==> config.mk <==
export PLATFORM = sky130hd
export DESIGN_NAME = arith_expr_tokenizer_core
export DESIGN_NICKNAME = d
export VERILOG_FILES = /design/src/design/aet_pkg.sv /design/src/design/aet_front.sv /design/src/design/aet_fifo.sv /design/src/design/aet_back.sv /design/src/design/arith_expr_tokenizer_core.sv
export VERILOG_INCLUDE_DIRS = /design/src /design/src/design
export SDC_FILE = /design/constraint.sdc
export NUM_CORES = 1
export LEC_CHECK = 0
export ABC_CLOCK_PERIOD_IN_PS = 3700
export BUFFER_PORTS_ARGS = -buffer_cell sky130_fd_sc_hd__buf_4
export CORE_MARGIN = 4
export CORE_UTILIZATION = 35
export DETAILED_ROUTE_END_ITERATION = 8
export GPL_ROUTABILITY_DRIVEN = 0
export SLEW_MARGIN = 30
export SYNTH_ARGS = -nofsm -noshare
export SYNTH_HDL_FRONTEND = slang
export SYNTH_SLANG_ARGS = --single-unit
==> constraint.sdc <==
create_clock -name clk -period 3.7 [get_ports clk]
set_input_delay 0.185 -clock clk [delete_from_list [all_inputs] [get_ports clk]]
set_output_delay 0.185 -clock clk [all_outputs]
set_load 0.05 [all_outputs]
==> src/design/assert_macros.svh <==
// Assertion helpers shared by the scanner RTL.
// ASSERT_ON checks that a property holds on every clock edge outside reset.
// ASSERT_NEVER checks that a condition is never true outside reset.
`ifndef ASSERT_MACROS_SVH
`define ASSERT_MACROS_SVH

`ifndef SYNTHESIS

`define ASSERT_ON(lbl, clk, rst, prop) \
  lbl: assert property (@(posedge clk) disable iff (rst) prop) \
    else $error("assertion failed");

`define ASSERT_NEVER(lbl, clk, rst, cond) \
  lbl: assert property (@(posedge clk) disable iff (rst) !(cond)) \
    else $error("forbidden condition seen");

`else

`define ASSERT_ON(lbl, clk, rst, prop)

`define ASSERT_NEVER(lbl, clk, rst, cond)

`endif

`endif

==> src/design/aet_pkg.sv <==
`timescale 1ns / 1ps
`default_nettype none

package aet_pkg;

  // Field widths
  localparam int CH_W     = 8;
  localparam int KIND_W   = 3;
  localparam int VALUE_W  = 31;
  localparam int LINE_W   = 24;
  localparam int LINE_BITS = 24;

  // Request queue between scanner front and token back end
  localparam int FIFO_DEPTH = 4;
  localparam int PTR_W      = (FIFO_DEPTH > 1) ? $clog2(FIFO_DEPTH) : 1;
  localparam int CNT_W      = $clog2(FIFO_DEPTH + 1);

  localparam logic [VALUE_W-1:0] VALUE_MAX = '1;

  // Source characters
  localparam logic [CH_W-1:0] CH_NUL   = 8'h00;
  localparam logic [CH_W-1:0] CH_TAB   = 8'h09;
  localparam logic [CH_W-1:0] CH_NL    = 8'h0A;
  localparam logic [CH_W-1:0] CH_FF    = 8'h0C;
  localparam logic [CH_W-1:0] CH_CR    = 8'h0D;
  localparam logic [CH_W-1:0] CH_SPACE = 8'h20;
  localparam logic [CH_W-1:0] CH_STAR  = 8'h2A;
  localparam logic [CH_W-1:0] CH_PLUS  = 8'h2B;
  localparam logic [CH_W-1:0] CH_MINUS = 8'h2D;
  localparam logic [CH_W-1:0] CH_SLASH = 8'h2F;
  localparam logic [CH_W-1:0] CH_ZERO  = 8'h30;
  localparam logic [CH_W-1:0] CH_NINE  = 8'h39;

  typedef enum logic [KIND_W-1:0] {
    TK_END   = 3'd0,
    TK_PLUS  = 3'd1,
    TK_MINUS = 3'd2,
    TK_STAR  = 3'd3,
    TK_SLASH = 3'd4,
    TK_INT   = 3'd5,
    TK_ERR   = 3'd6
  } tok_kind_t;

  // One request from the front: an optional integer token, then an
  // optional operator/end/error token, both on the same line.
  typedef struct packed {
    logic              has_int;
    logic [VALUE_W-1:0] int_val;
    logic              has_op;
    tok_kind_t         op_kind;
    logic [CH_W-1:0]   bad_char;
    logic [LINE_W-1:0] line;
  } job_t;

endpackage

`default_nettype wire

==> src/design/aet_front.sv <==
`timescale 1ns / 1ps
`default_nettype none

module aet_front (
  input  wire logic                     clk,
  input  wire logic                     rst,
  input  wire logic                     ch_valid,
  output logic                          ch_stall,
  input  wire logic [aet_pkg::CH_W-1:0] ch,
  output logic                          push,
  output aet_pkg::job_t                 push_data,
  input  wire logic                     full
);
  import aet_pkg::*;

  logic                 in_number;
  logic [VALUE_W-1:0]   number_accum;
  logic [LINE_BITS-1:0] line_count;

  logic                     is_digit;
  logic [3:0]               digit;
  logic [VALUE_W+3:0]       accum_mul;
  logic [VALUE_W-1:0]       accum_next;
  logic [LINE_BITS-1:0]     line_next;
  logic [LINE_BITS+LINE_W-1:0] line_ext;
  logic                     accept;

  // Stall only when the request queue has no room
  assign ch_stall = full;
  assign accept   = ch_valid && !ch_stall;

  // Classify the byte and decode a digit
  always_comb begin
    is_digit = (ch >= CH_ZERO) && (ch <= CH_NINE);
    digit    = 4'(ch - CH_ZERO);
  end

  // Accumulate value*10+digit, saturating
  always_comb begin
    accum_mul = {1'b0, number_accum, 3'b000} + {3'b000, number_accum, 1'b0}
              + {{VALUE_W{1'b0}}, digit};
    if (!in_number) begin
      accum_next = {{(VALUE_W-4){1'b0}}, digit};
    end else if (accum_mul[VALUE_W+3:VALUE_W] != '0) begin
      accum_next = VALUE_MAX;
    end else begin
      accum_next = accum_mul[VALUE_W-1:0];
    end
  end

  // Count a newline before any token of this byte
  always_comb begin
    line_next = line_count;
    if (ch == CH_NL && line_count != '1) begin
      line_next = line_count + 1'b1;
    end
    line_ext = {{LINE_W{1'b0}}, line_next};
  end

  // Build the request for a non-digit byte
  always_comb begin
    push_data.has_int  = in_number;
    push_data.int_val  = number_accum;
    push_data.has_op   = 1'b1;
    push_data.op_kind  = TK_ERR;
    push_data.bad_char = '0;
    push_data.line     = line_ext[LINE_W-1:0];
    case (ch)
      CH_NUL:   push_data.op_kind = TK_END;
      CH_PLUS:  push_data.op_kind = TK_PLUS;
      CH_MINUS: push_data.op_kind = TK_MINUS;
      CH_STAR:  push_data.op_kind = TK_STAR;
      CH_SLASH: push_data.op_kind = TK_SLASH;
      CH_SPACE, CH_TAB, CH_NL, CH_CR, CH_FF: push_data.has_op = 1'b0;
      default: begin
        push_data.op_kind  = TK_ERR;
        push_data.bad_char = ch;
      end
    endcase
    push = accept && !is_digit && (in_number || push_data.has_op);
  end

  // Advance scanner state on each accepted byte
  always_ff @(posedge clk) begin
    if (rst) begin
      in_number    <= 1'b0;
      number_accum <= '0;
      line_count   <= LINE_BITS'(1);
    end else if (accept) begin
      if (is_digit) begin
        in_number    <= 1'b1;
        number_accum <= accum_next;
      end else begin
        in_number    <= 1'b0;
        number_accum <= '0;
        line_count   <= (ch == CH_NUL) ? LINE_BITS'(1) : line_next;
      end
    end
  end

endmodule

`default_nettype wire

==> src/design/aet_fifo.sv <==
`timescale 1ns / 1ps
`default_nettype none
`include "assert_macros.svh"

module aet_fifo (
  input  wire logic          clk,
  input  wire logic          rst,
  input  wire logic          push,
  input  wire aet_pkg::job_t push_data,
  output logic               full,
  input  wire logic          pop,
  output aet_pkg::job_t      pop_data,
  output logic               empty
);
  import aet_pkg::*;

  job_t             slots [FIFO_DEPTH];
  logic [PTR_W-1:0] wr_ptr;
  logic [PTR_W-1:0] rd_ptr;
  logic [CNT_W-1:0] count;

  assign full     = (count == CNT_W'(FIFO_DEPTH));
  assign empty    = (count == '0);
  assign pop_data = slots[rd_ptr];

  // Store requests in arrival order
  always_ff @(posedge clk) begin
    if (push) begin
      slots[wr_ptr] <= push_data;
    end
  end

  // Advance pointers and occupancy
  always_ff @(posedge clk) begin
    if (rst) begin
      wr_ptr <= '0;
      rd_ptr <= '0;
      count  <= '0;
    end else begin
      if (push) begin
        wr_ptr <= (wr_ptr == PTR_W'(FIFO_DEPTH - 1)) ? '0 : wr_ptr + 1'b1;
      end
      if (pop) begin
        rd_ptr <= (rd_ptr == PTR_W'(FIFO_DEPTH - 1)) ? '0 : rd_ptr + 1'b1;
      end
      count <= count + CNT_W'(push) - CNT_W'(pop);
    end
  end

  `ASSERT_NEVER(a_no_push_full, clk, rst, push && full)
  `ASSERT_NEVER(a_no_pop_empty, clk, rst, pop && empty)

endmodule

`default_nettype wire

==> src/design/aet_back.sv <==
`timescale 1ns / 1ps
`default_nettype none
`include "assert_macros.svh"

module aet_back (
  input  wire logic                        clk,
  input  wire logic                        rst,
  input  wire aet_pkg::job_t               head,
  input  wire logic                        empty,
  output logic                             pop,
  output logic                             tok_valid,
  input  wire logic                        tok_stall,
  output logic [aet_pkg::KIND_W-1:0]       token_kind,
  output logic [aet_pkg::VALUE_W-1:0]      int_value,
  output logic [aet_pkg::CH_W-1:0]         bad_char,
  output logic [aet_pkg::LINE_W-1:0]       line_number,
  output logic                             last
);
  import aet_pkg::*;

  logic               phase;
  logic               phase_next;
  logic               load;
  logic               emit;
  tok_kind_t          kind_sel;
  logic [VALUE_W-1:0] val_sel;
  logic [CH_W-1:0]    bad_sel;
  logic               last_sel;

  // The output register may take a new token when empty or being drained
  assign load = !tok_valid || !tok_stall;

  // Pick the next token: integer first, then the operator token
  always_comb begin
    pop        = 1'b0;
    emit       = 1'b0;
    phase_next = phase;
    kind_sel   = head.op_kind;
    val_sel    = '0;
    bad_sel    = head.bad_char;
    last_sel   = 1'b1;
    if (load && !empty) begin
      emit = 1'b1;
      if (!phase && head.has_int) begin
        kind_sel = TK_INT;
        val_sel  = head.int_val;
        bad_sel  = '0;
        last_sel = !head.has_op;
        if (head.has_op) begin
          phase_next = 1'b1;
        end else begin
          pop = 1'b1;
        end
      end else begin
        pop        = 1'b1;
        phase_next = 1'b0;
      end
    end
  end

  // Control state
  always_ff @(posedge clk) begin
    if (rst) begin
      tok_valid <= 1'b0;
      phase     <= 1'b0;
    end else begin
      phase <= phase_next;
      if (load) begin
        tok_valid <= emit;
      end
    end
  end

  // Output payload
  always_ff @(posedge clk) begin
    if (emit) begin
      token_kind  <= kind_sel;
      int_value   <= val_sel;
      bad_char    <= bad_sel;
      line_number <= head.line;
      last        <= last_sel;
    end
  end

  `ASSERT_ON(a_second_has_job, clk, rst, phase |-> !empty)
  `ASSERT_ON(a_int_only_literal, clk, rst,
             (tok_valid && token_kind != TK_INT) |-> (int_value == '0))

endmodule

`default_nettype wire

==> src/design/arith_expr_tokenizer_core.sv <==
// Channel  | Signals                         | Request
// ---------+---------------------------------+---------------------------------
// input    | ch_valid, ch_stall, ch          | one source byte
// output   | tok_valid, tok_stall, token_*   | one token (kind, value, char,
//          | int_value, bad_char, line_number| line, last)
//
// One byte is taken per cycle while the four-entry request queue has room.
// A number that ends on an operator, NUL or bad byte gives two tokens; the
// single output register then sends them in turn, integer first.
// A request passes through the queue, then the output register.
// Synchronous reset clears scanner state, queue and output valid; the line
// count restarts at 1. Output stall backs up into the queue and then ch_stall.
`timescale 1ns / 1ps
`default_nettype none

module arith_expr_tokenizer_core (
  input  wire logic                        clk,
  input  wire logic                        rst,
  input  wire logic                        ch_valid,
  output logic                             ch_stall,
  input  wire logic [aet_pkg::CH_W-1:0]    ch,
  output logic                             tok_valid,
  input  wire logic                        tok_stall,
  output logic [aet_pkg::KIND_W-1:0]       token_kind,
  output logic [aet_pkg::VALUE_W-1:0]      int_value,
  output logic [aet_pkg::CH_W-1:0]         bad_char,
  output logic [aet_pkg::LINE_W-1:0]       line_number,
  output logic                             last
);
  import aet_pkg::*;

  logic push;
  job_t push_data;
  logic full;
  logic pop;
  job_t head;
  logic empty;

  aet_front u_front (
    .clk       (clk),
    .rst       (rst),
    .ch_valid  (ch_valid),
    .ch_stall  (ch_stall),
    .ch        (ch),
    .push      (push),
    .push_data (push_data),
    .full      (full)
  );

  aet_fifo u_fifo (
    .clk       (clk),
    .rst       (rst),
    .push      (push),
    .push_data (push_data),
    .full      (full),
    .pop       (pop),
    .pop_data  (head),
    .empty     (empty)
  );

  aet_back u_back (
    .clk         (clk),
    .rst         (rst),
    .head        (head),
    .empty       (empty),
    .pop         (pop),
    .tok_valid   (tok_valid),
    .tok_stall   (tok_stall),
    .token_kind  (token_kind),
    .int_value   (int_value),
    .bad_char    (bad_char),
    .line_number (line_number),
    .last        (last)
  );

endmodule

`default_nettype wire

==> results.cfg <==
[status]
status = complete, no violations

[synthesis]
syn_area_sq_mm = 0.0179
async_flop_share = 0
synth_cells = 1192
synth_cell_type_count = 68
synth_top_area_share = 0.569
syn_avg_cell_area_sq_um = 15.0
synth_seq_cells = 406
synth_compound_area_frac = 0.0925
synth_top_area_cell = edfxtp_1
synth_fa_ha_area_frac = 0.0516
synth_simple_gate_area_frac = 0.0785
syn_nets = 1276
synth-xor-area-share = 0.0269
synthTopCellsByArea = edfxtp_1 57%, mux4_2 8.6%, dfxtp_1 7.5%
synth_ff_type = edfxtp_1
yosys_warnings = 0
muxShareOfSynthArea = 0.0878
synth_top_family_by_area = compound AO/OA/AOI/OAI gates
yosysSeqAreaShare = 0.643
synth_edf_count = 339

[sta]
rsz0062_at_grt = false
fin_crit_sh = 0.946
hold_viol = 0
slew_headroom = 0.393
drv_slew = 0
worstMarginPinSlew_ps = 911
max_freq_ghz = 0.286
finalClockSkew_ps = 23.6
fin_tns_setup_ps = 0
setup_violations = 0
period_minus_slack_ps = 3500

[floorplan]
chipWidth_um = 234
io_pins = 81
rows = 82
die_h_um = 234
initial_utilization = 0.355
dieArea_sq_mm = 0.0548
coreArea_sq_mm = 0.0504

[critical_path]
r2r-start = u_front.number_accum[9]
worst-r2r-cell-count = 11
critPathMostFrequentCell = ha_1
path_class = reg2reg
crit_path_cell_trace = ha_1 -> ha_1 -> a21o_1 -> a22o_1 -> or3_1 -> o2111ai_2 -> a31oi_1 -> or3_4 -> a211oi_4 -> buf_6 -> a211oi_2
crit_path_top_delay_cell = dfxtp_1
startpoint_type = flip-flop
path_max_fanout = 12
crit_arrival_ps = 3900
critPathLaunch = u_front.number_accum[9]
critPathMaxStageDelay_ps = 480
required_ps = 4100
end_kind = flip-flop

[hold_path]
min_path_type = in2reg
min-delay-start = ch[0]
min_path_cells = 3

[clocking]
htree_num_levels = 2
cts.sinks = 406
numCtsBuffers = 42
cts_tree = yes
cts_buffer_depth = 3
clk_pin_slew_ps = 60
clk_latency_ps = 560
cts_root_buf = clkbuf_16

[power_and_ir_drop]
powerDensity_mw_per_mm2 = 683
power_mw = 14.2
vdd.ir_drop.worst_mv = 0.397
p_leak_nw = 7.42

[global_routing]
antenna_found_initial = 0
grt_pass1_vias = 10406
grt_pass1_wl_um = 58700
grt_max_degree = 60
overflow = 0
grt_usage = 0.136

[route]
ant_nets = 0
vias = 10228
drcViolationCount = 0
avgViaCountPerCell = 5.12
firstDrtPassIters = 5
drt-total-wl_um = 37000
wl_per_cell_um = 18.5
drt_first_iter_violations = 544

[placed_design]
io_buffer_count = 80
dp_hpwl_um = 23500

[cells_and_area]
final_common_cell = edfxtp_1
finalNetCount = 1377
area_delta_synth_final_pct = 16.4
fillers = 4533
num_antenna_cells = 0
final_cell_mix = 339 x edfxtp_1, 113 x buf_4, 78 x a21oi_1
drive_gt1_frac = 0.231

[run]
drv_cap = 0
## worst paths after layout
| path | end | slack [ps] |
|---|---|---|
| min | u_front.number_accum[0] | 70 |
| min reg2reg | u_back.phase | 510 |
| max | u_front.number_accum[5] | 200 |
| max reg2reg | u_front.number_accum[5] | 200 |
## per-layer routing
metal,wire length [um],track usage,up-vias
met1,16100,0.177,5137
met5,0,0,-
met3,1680,0.0254,55
li1,-,-,4851
met4,661,0.0345,0
met2,18600,0.235,185
## sequential cells by signal, indices dropped and copies added (netlist names), named ones only
signal                flops
u_front.line_count       24
u_back.token_kind         3
u_back.last               1
u_front.in_number         1
u_front.number_accum     31
u_fifo.wr_ptr             2
u_back.int_value         31
u_fifo.count              3
u_back.phase              1
u_fifo.slots            272
u_fifo.rd_ptr             2
u_back.line_number       24
u_back.tok_valid          1
u_back.bad_char           8
## synthesized netlist by cell type (16+ instances only)
cell type / n
a211oi_2: 20
a21o_1: 19
a21oi_1: 79
and2_1: 19
and3_1: 39
clkbuf_1: 51
dfxtp_1: 67
edfxtp_1: 339
ha_1: 69
inv_1: 16
mux4_2: 68
nand2_1: 61
nand3_1: 17
nor2_1: 60
nor3_1: 18
o21ai_0: 40
xnor2_1: 31
xor2_1: 24
## final cells by class
type	count	area (sq um)	area share
flip-flops and latches	406	11500	0.553
well taps	672	841	0.0403
clock inverters	12	124	0.00594
inverters	16	60.1	0.00288
repair buffers	123	971	0.0466
multi-input cells	704	6080	0.292
clock buffers	63	1240	0.0596
## cells by family (layout without fill, tap and decap cells)
logic type / Yosys count / in the layout
XOR/XNOR: 55 / 55
AND/OR/NAND/NOR: 272 / 272
multiplexers: 72 / 72
adder cells (fa/ha/maj): 72 / 72
AO/OA/AOI/OAI: 233 / 233
flip-flops: 406 / 406
buffers and inverters: 82 / 214
## critical path, delay by kind of cell (launching register included)
kind | cells | cell delay [ps]
AO/OA/AOI/OAI | 6 | 1260
AND/OR/NAND/NOR | 2 | 690
adder cells (fa/ha/maj) | 2 | 680
flip-flops | 1 | 480
buffers and inverters | 1 | 250
## stage by stage
stage          utilization  setup WS (ps)  cell area (sq um)  std cells  hold slack (ps)
4_1_cts              0.413            136              20800       1994             32.4
6_report             0.414            200              20800       1996             71.5
3_5_place_dp         0.385            155              19400       1913              436
2_1_floorplan            -            132              17900       1192              334
5_1_grt              0.414           5.76              20800       1996             84.0
3_3_place_gp         0.385            227              19400       1913              432
## what timing repair did
item                                    CTS  global route
resized for setup                         0             3
endpoints found under the setup margin    0            25
setup buffers                             0             2
hold endpoints to repair                 26             0
hold buffers                              6             0
## report_power, final
| part | total (mW) | switching [mW] | internal (mW) |
|---|---|---|---|
| combinational | 3.99 | 2.70 | 1.30 |
| clock | 4.16 | 1.70 | 2.46 |
| sequential | 6.07 | 0.219 | 5.85 |
Power figures use the tool's default switching activity.
